==> src/rtl/core/falling_sand_grain_step_core_defines.svh <==
// Assertion macros shared by the falling sand grain step core.
// Both macros expect a clock named clk and an active-low reset named rst_n in scope.
`ifndef FALLING_SAND_GRAIN_STEP_CORE_DEFINES_SVH
`define FALLING_SAND_GRAIN_STEP_CORE_DEFINES_SVH

// The consequent must hold in the same cycle as the antecedent.
`define FSGS_ASSERT_SAME(label, ante, cons, msg) \
  label: assert property (@(posedge clk) disable iff (!rst_n) (ante) |-> (cons)) \
    else $error(msg);

// The consequent must hold in the cycle after the antecedent.
`define FSGS_ASSERT_NEXT(label, ante, cons, msg) \
  label: assert property (@(posedge clk) disable iff (!rst_n) (ante) |=> (cons)) \
    else $error(msg);

`endif

==> src/rtl/core/fsgs_pkg.sv <==
package fsgs_pkg;

  typedef struct packed {
    logic       opcode;
    logic [7:0] x;
    logic [6:0] y;
    logic       coin;
  } in_item_t;

  typedef struct packed {
    logic [7:0] new_x;
    logic [6:0] new_y;
    logic [2:0] status;
  } out_item_t;

  // Which cell the shared probe unit looks at, relative to the addressed cell.
  typedef enum logic [1:0] {
    PK_SELF,
    PK_BELOW,
    PK_LEFT,
    PK_RIGHT
  } probe_kind_t;

  // Coordinates and in-grid flag produced by the probe unit.
  typedef struct packed {
    logic [8:0] col;
    logic [7:0] row;
    logic       ok;
  } probe_pos_t;

  localparam logic OP_PLACE = 1'b0;
  localparam logic OP_STEP  = 1'b1;

  localparam logic [2:0] ST_PLACED     = 3'd0;
  localparam logic [2:0] ST_DOWN       = 3'd1;
  localparam logic [2:0] ST_DOWN_LEFT  = 3'd2;
  localparam logic [2:0] ST_DOWN_RIGHT = 3'd3;
  localparam logic [2:0] ST_STAYED     = 3'd4;
  localparam logic [2:0] ST_EMPTY      = 3'd5;
  localparam logic [2:0] ST_REJECTED   = 3'd6;

  localparam logic CFG_COLS = 1'b0;
  localparam logic CFG_ROWS = 1'b1;

  localparam logic [8:0] COLS_RESET = 9'd160;
  localparam logic [7:0] ROWS_RESET = 8'd120;

endpackage

==> src/rtl/core/fsgs_probe.sv <==
// Shared neighbor probe: forms one neighbor coordinate, checks it against
// the active region and computes its occupancy memory address.
module fsgs_probe #(
  parameter int unsigned GRID_WIDTH  = 256,
  parameter int unsigned GRID_HEIGHT = 128
) (
  input  logic [7:0]                                      x,
  input  logic [6:0]                                      y,
  input  fsgs_pkg::probe_kind_t                           kind,
  input  logic [8:0]                                      eff_cols,
  input  logic [7:0]                                      eff_rows,
  output fsgs_pkg::probe_pos_t                            pos,
  output logic [$clog2(GRID_WIDTH * GRID_HEIGHT) - 1 : 0] addr
);

  localparam int unsigned AW = $clog2(GRID_WIDTH * GRID_HEIGHT);

  logic [8:0] col;
  logic [7:0] row;
  logic       col_ok;

  always_comb begin
    col    = {1'b0, x};
    row    = {1'b0, y};
    col_ok = 1'b1;
    unique case (kind)
      fsgs_pkg::PK_SELF: begin
      end
      fsgs_pkg::PK_BELOW: begin
        row = {1'b0, y} + 8'd1;
      end
      fsgs_pkg::PK_LEFT: begin
        row    = {1'b0, y} + 8'd1;
        col    = {1'b0, x} - 9'd1;
        col_ok = (x != 8'd0);
      end
      fsgs_pkg::PK_RIGHT: begin
        row = {1'b0, y} + 8'd1;
        col = {1'b0, x} + 9'd1;
      end
      default: begin
      end
    endcase
  end

  assign pos.col = col;
  assign pos.row = row;
  assign pos.ok  = col_ok && (col < eff_cols) && (row < eff_rows);

  // Row-major address; the product is by a constant, so it is a shift for
  // power-of-two widths. Only used when pos.ok is set.
  assign addr = AW'(AW'(row) * AW'(GRID_WIDTH) + AW'(col));

endmodule

==> config.mk <==
export PLATFORM = sky130hd
export DESIGN_NAME = fsgs_probe
export DESIGN_NICKNAME = d
export VERILOG_FILES = /design/src/rtl/core/falling_sand_grain_step_core_defines.svh /design/src/rtl/core/fsgs_pkg.sv /design/src/rtl/core/fsgs_probe.sv
export SDC_FILE = /design/constraint.sdc
export NUM_CORES = 1
export LEC_CHECK = 0
export ABC_AREA = 0
export BUFFER_PORTS_ARGS = -buffer_cell sky130_fd_sc_hd__buf_4
export CORE_MARGIN = 2
export CORE_UTILIZATION = 48
export DETAILED_ROUTE_END_ITERATION = 7
export MAX_ROUTING_LAYER = met4
export PLACE_DENSITY = 0.83
export REMOVE_ABC_BUFFERS = 1
export SYNTH_ARGS = -nofsm -noshare
export SYNTH_HDL_FRONTEND = slang
export SYNTH_SLANG_ARGS = --single-unit
==> constraint.sdc <==
create_clock -name vclk -period 4.4
set_input_delay 0.22 -clock vclk [all_inputs]
set_output_delay 0.22 -clock vclk [all_outputs]
set_load 0.05 [all_outputs]
======== Yosys cells after proc, flatten, opt, wreduce, memory -nomap -nowiden ========
Cells that the tools add are included.
word-level totals
  flip-flop bits (word level) ............. 0
  bits in latches ......................... 0
  RAM bits ................................ 0
  ROM bits ................................ 0
  input port bits ......................... 34
  output and inout port bits .............. 33
  word-level logic and storage cells ...... 16
  memories ................................ 0
cells by class
  add/subtract/negate cells ............... 4
  multiply operators ...................... 0
  div/mod/pow operators ................... 0
  $lt $le $gt $ge ......................... 2
  equal/unequal tests ..................... 3
  shift operators ......................... 0
  mux-type cells .......................... 3
  bitwise operators ....................... 0
  reductions and logical operators ........ 4
operators by type and width
  operator               number
  $pmux W9 S2            1
  $add A15 B9 Y15        1
  $add A8 B1 Y9 const B  1
  $lt A9 B9 Y1           1
  $sub A8 B1 Y9 const B  1
  $add A7 B1 Y8 const B  1
  $lt A8 B8 Y1           1
  $mux W8                1
  $reduce_bool A8 Y1     1
  $eq A2 B2 Y1 const B   2
  $reduce_or A3 Y1       1
  $eq A2 B1 Y1 const B   1
  $logic_and A1 B1 Y1    2
  $mux W1                1

======== Logic depth before layout (Yosys ltp) ========
Gate-level depths: netlist of the first run.
  word-level depth ........................ 5
  depth in mapped cells ................... 15
  gate-level depth less buffers ........... 14

======== Worst setup path before layout of the first run ========
Ideal clock, no wire load.
  path kind ............................... input to output
  start point ............................. in kind[1]
  end point ............................... out pos[0] in the netlist's numbering
  arrival ................................. 4393 ps
  path slack .............................. -213 ps
  stages on the path ...................... 15
  path buffers ............................ 1
  cells stage by stage .................... buf_6 > nand2_1 > ha_1 > a21o_1 > a21oi_2 > o21bai_2 > a31oi_1 > nor3_1 > or4_1 > ha_1 > o21ai_0 > a31oi_1 > a221oi_2 > a21oi_1 > a211oi_1
RTL lines
  element             RTL line          text
  start: declaration  fsgs_probe.sv:9   input fsgs_pkg::probe_kind_t kind,
  end: declaration    fsgs_probe.sv:12  output fsgs_pkg::probe_pos_t pos,

==> metrics.md, run 1 <==
| Metric | Value |
|---|---|
| Remaining DRCs | 0 |
| RSZ-0062 raised after global routing | false |
| Fillers | between 200 and 250 |
| Std cell rows | 18 |
| Global Route met1 Usage | 21.2% |
| F_max | 255 MHz |
| CP delay by family, top | compound AO/OA/AOI/OAI gates |
| Register area share after synthesis | 0% |
| Fin cells | 246 |
| Status | complete, no violations |
| Final worst slack | 0.474 ns |
| Die area | 3020 µm² |
| Slew margin rel. | 74.5% |
| Starting DRT DRC Count | 6 |
| Final setup TNS | 0 ns |
| Max Cap Viol | 0 |
| Largest net degree at the start of global routing | 18 |
| Drt first pass iters | 4 |
| HPWL after DPL | 2.91 mm |
| Nets | around 280 |
| Flip-flop and latch count | 0 |
| Yosys warns | 0 |
| Max Slew Vio Count | 0 |
| Met2 track demand over resource | 48.0% |
| Gr ovfl total | 0 |
| Dpl ws | 0.473 ns |
| Cells after DPL | 246 |
| Layout area overhead | 37.3% |
| Core Footprint | 2480 µm² |
| Post-Syn Area | 1250 µm² |
| CP Cell Sequence | buf_4, nand2_1, ha_1, a21o_1, a21oi_2, o21bai_2, a31oi_1, nor3_1, or4_1, ha_1, o21ai_0, a31oi_1, a221oi_2, a21oi_1, a211oi_1, buf_4 |
| Port bufs | 67 |
| Total power divided by cell area | 225 nW/µm² |
| Final instance area | 1710 µm² |
| CP Max Fanout | 17 |
| Worst Setup Path Type | in2out |
| CLK BUF | 0 |
| Setup bufs post-CTS | 0 |
| Synth cell types | 46 |
| Crit path capture type | output port |
| Drt total wl | 3.25 mm |
| Wire per inst | 13.2 µm |
| Final ANT Viol Nets | 0 |
| Initial antenna violation count | 0 |
| Mean Syn Cell Area | just under 8 µm² |
| Arrival @ worst endpoint | about 3.7 ns |
| Most Crowded Layer GR | met2 |
| Starting Density | 50.4% |
| Worst path bufs/invs | 2 |
| Crit share post-route | 89.2% |
| Least-Margin Pin Slew | 0.380 ns |
| Chip height | ~55 µm |
| Vias in the first global route | 1243 |
| VDD IR max | 0.162 mV |
| Commonest non-fill, non-tap cell in the layout | buf_4 |
| Utilization after layout | 69.1% |
| Vias post-DR | between 1000 and 1500 |
| Share of cells above drive strength 1 | 39.8% |
| Die width | 55.0 µm |
| Hold WS | 0.857 ns |
| GR Util All Layers | 21.9% |
| Leakage | 0.924 nW |
| Critical Path RT | 4.18 ns |
| Most frequent cells in the layout | buf_4 (67), ha_1 (26), inv_1 (24), nand2_1 (10), xnor2_1 (10) |
| Power Total | ~390 µW |
| Resized cells post-CTS | 0 |
| Tmin final | ~3.9 ns |
| CP max stage cell | or4_1 |
| FF/Latch Area | 0 µm² |
| Area post-placement | 1710 µm² |
| Setup Viol. Count Final | 0 |
| Max incr delay on CP | around 0.56 ns |
| Cts-stage hold buffer count | 0 |
| Diodes inserted | 0 |
| Hold Vio Cnt, Final | 0 |
| Crit start category | input pin |
| Vias/cell | 5.37 |
| Met3 Use GR | 1.34% |
| First-pass GRT wire length | 4.89 mm |
| Synth Instances | 159 |
| GPL Wtd Cong | 0.918 |
| IO Pins | 67 |
| Worst min-delay path class | in2out |
## worst paths after layout
path                 from      to  slack, ns  cells after the start
setup / recovery  kind[1]  pos[0]       0.47                     16
hold / removal       y[4]  pos[5]       0.86                      3
## layout make-up
cell class,count,area (µm²),share of cell area (%)
Multi-Input combinational cell,125,1080,63.2
Tap cell,30,37.5,2.19
Timing Repair Buffer,67,503,29.4
Inverter,24,90.1,5.26
## power by group
group / switching (mW) / leakage (nW) / internal (mW)
sequential: 0 / 0 / 0
clock: 0 / 0 / 0
combinational: 0.248 / 0.924 / 0.137
total: 0.248 / 0.924 / 0.137
## per-layer routing
| metal | up-vias | routed length [µm] |
|---|---|---|
| met5 | - | 0 |
| met4 | 0 | 0 |
| met3 | 0 | 258 |
| met2 | 51 | 1780 |
| met1 | 595 | 1210 |
| li1 | 676 | - |
## logic make-up (layout without fill, tap and decap cells)
family | Yosys count | after routing | synth area share [%]
compound gates | 30 | 30 | 18.7
fa+ha+maj | 27 | 27 | 27.7
mux | 7 | 7 | 6.22
xor+xnor | 17 | 17 | 13.7
simple gates | 44 | 44 | 20.5
buf+inv | 34 | 91 | 13.2
## synth_stat cells (5+ instances only)
cell type / instances / share of area (%)
nand3_1: 5 / 2.0
buf_4: 8 / 4.8
a21oi_1: 6 / 2.4
xnor2_1: 10 / 7.0
mux2_2: 6 / 5.4
ha_1: 26 / 26
inv_1: 24 / 7.2
nand2_1: 10 / 3.0
nor2_1: 5 / 1.5
nor2b_1: 5 / 2.5
No activity file was read; power rests on OpenSTA's default activity.
==> run 2, diff against run 1 <==
- CORE_UTILIZATION: 48 -> 43
- PLACE_DENSITY: 0.83 -> 0.78
- clock period: 4.4 -> 3.5 ns (I/O delays scaled with it)
==> run 2 against run 1 <==
  * Worst setup slack got worse by 0.31 ns
  * Die area is 11% higher
  * Critical path depth stayed put
  * Via count is 3.2% higher
  * First-iteration DRC count grew to 5.2 times the previous value
  * Global-route usage is 3.1 points lower
  * Sequential cell count stayed put
  * Final cell count increased by 4.9%
  * Largest cell class unchanged
  * Largest power group unchanged
==> metrics.md, run 2 (synthesized netlist as in run 1, its figures left out) <==
| Metric | Value |
|---|---|
| Least-Margin Pin Slew | 0.350 ns (-0.0304 ns) |
| VDD IR max | 0.214 mV (+32%) |
| Critical hold path startpoint | y[4] |
| GR Util All Layers | 18.8% (-3.1 points) |
| Hold WS | 0.767 ns (-0.0896 ns) |
| Final instance area | 1920 µm² (+12%) |
| Worst min-delay path class | in2out |
| Flip-flop and latch count | 0 (unchanged) |
| FF/Latch Area | 0 µm² (unchanged) |
| Crit start category | input pin |
| CP Max Fanout | 3 (-14) |
| Crit path from | kind[1] |
| Area post-placement | 1770 µm² (+3.1%) |
| Status | complete, no violations |
| Drt first pass iters | 4 (unchanged) |
| Dpl ws | 0.0108 ns (-0.462 ns) |
| Total power divided by cell area | 275 nW/µm² (+22%) |
| Max Cap Viol | 0 (unchanged) |
| Commonest non-fill, non-tap cell in the layout | buf_4 |
| IO Pins | 67 (unchanged) |
| Nets | 290 (+3.9%) |
| Slew margin rel. | 76.5% (+2.0 points) |
| Std cell rows | 19 (+1) |
| Arrival @ worst endpoint | 3.16 ns (-0.55 ns) |
| Core Footprint | 2760 µm² (+11%) |
| Vias post-DR | 1364 (+3.2%) |
| Port bufs | 67 (unchanged) |
| Diodes inserted | 0 (unchanged) |
| Die area | 3350 µm² (+11%) |
| Share of cells above drive strength 1 | 49.3% (+9.5 points) |
| Utilization after layout | 69.6% (+0.46 points) |
| Remaining DRCs | 0 (unchanged) |
| F_max | 300 MHz |
| Tmin final | about 3.3 ns |
| Crit path capture type | output port |
| Starting DRT DRC Count | 31 (+25) |
| Critical Path RT | 3.32 ns (-0.86 ns) |
| Final ANT Viol Nets | 0 (unchanged) |
| Drt total wl | 3.46 mm (+6.4%) |
| CLK BUF | 0 (unchanged) |
| Gr ovfl total | 0 (unchanged) |
| Leakage | 0.995 nW (+7.7%) |
| Final worst slack | 0.162 ns (-0.312 ns) |
| Wire per inst | 13.4 µm (+1.5%) |
| GPL Wtd Cong | 0.930 (+1.3%) |
| Max Slew Vio Count | 0 (unchanged) |
| Chip height | 57.9 µm (+5.2%) |
| HPWL after DPL | 2.83 mm (-2.6%) |
| Power Total | 528 µW (+37%) |
| Largest net degree at the start of global routing | 17 (-1) |
| Setup Viol. Count Final | 0 (unchanged) |
| Hold Vio Cnt, Final | 0 (unchanged) |
| Initial antenna violation count | 0 (unchanged) |
| Crit share post-route | 95.4% |
| First-pass GRT wire length | 5.02 mm (+2.7%) |
| Vias/cell | 5.29 (-1.6%) |
| Starting Density | 45.2% (-5.1 points) |
| Worst Setup Path Type | in2out |
| Vias in the first global route | 1211 (-2.6%) |
| Most frequent cells in the layout | buf_4 (75), inv_1 (23), ha_1 (21), xnor2_1 (10), nand2_1 (8) |
| Die width | 57.9 µm (+5.2%) |
| Layout area overhead | 53.9% |
[run 2: metal layers]
layer  wire length (µm)  up-vias  track usage [%]
met2               1810       54             34.7
met3                258        4             1.34
li1                   -      696                -
met4                 44        0             2.99
met5                  0        -                -
met1               1350      610             22.6
[run 2: where the power goes]
part | leakage (nW) | internal [mW] | switching, mW | total, mW
clock | 0 | 0 | 0 | 0
sequential | 0 | 0 | 0 | 0
combinational | 0.995 | 0.202 | 0.326 | 0.528
[run 2: critical path, stage by stage]
cell      delay (ns)
buf_4           0.09
nand2_2         0.05
ha_1            0.28
a21o_1          0.20
a21oi_2         0.18
o21bai_2        0.10
a31oi_2         0.21
nor3_2          0.07
or4_4           0.51
ha_4            0.22
o21ai_1         0.06
a31oi_1         0.07
a221oi_2        0.34
a311oi_1        0.15
a211oi_1        0.22
buf_4           0.24
[run 2: area by class of cell]
type                       count  area (µm²)
inverter                      24        90.1
fill                         232         838
timing repair buffer          78         591
tap                           31        38.8
multi-input combinational    125        1200
[run 2: path summary, 6_finish.rpt]
check	to	slack [ns]	depth (start not counted)
min	pos[5]	0.77	3
max	pos[0]	0.16	16
[run 2: what timing repair did]
item,in CTS,in global routing
buffers inserted,0,4
endpoints found under the hold margin,0,0
gates cloned,0,0
gates resized for setup,3,21
endpoints found under the setup margin,1,1
hold buffers,0,0
pin swaps,3,11
[run 2: stage by stage]
step | TNS (ns) | cells
final | 0 | 258
after global routing | -0.0199 | 258
after CTS | 0 | 254
after detailed placement | 0 | 254
after global placement | 0 | 254
after floorplan | -1.53 | 149
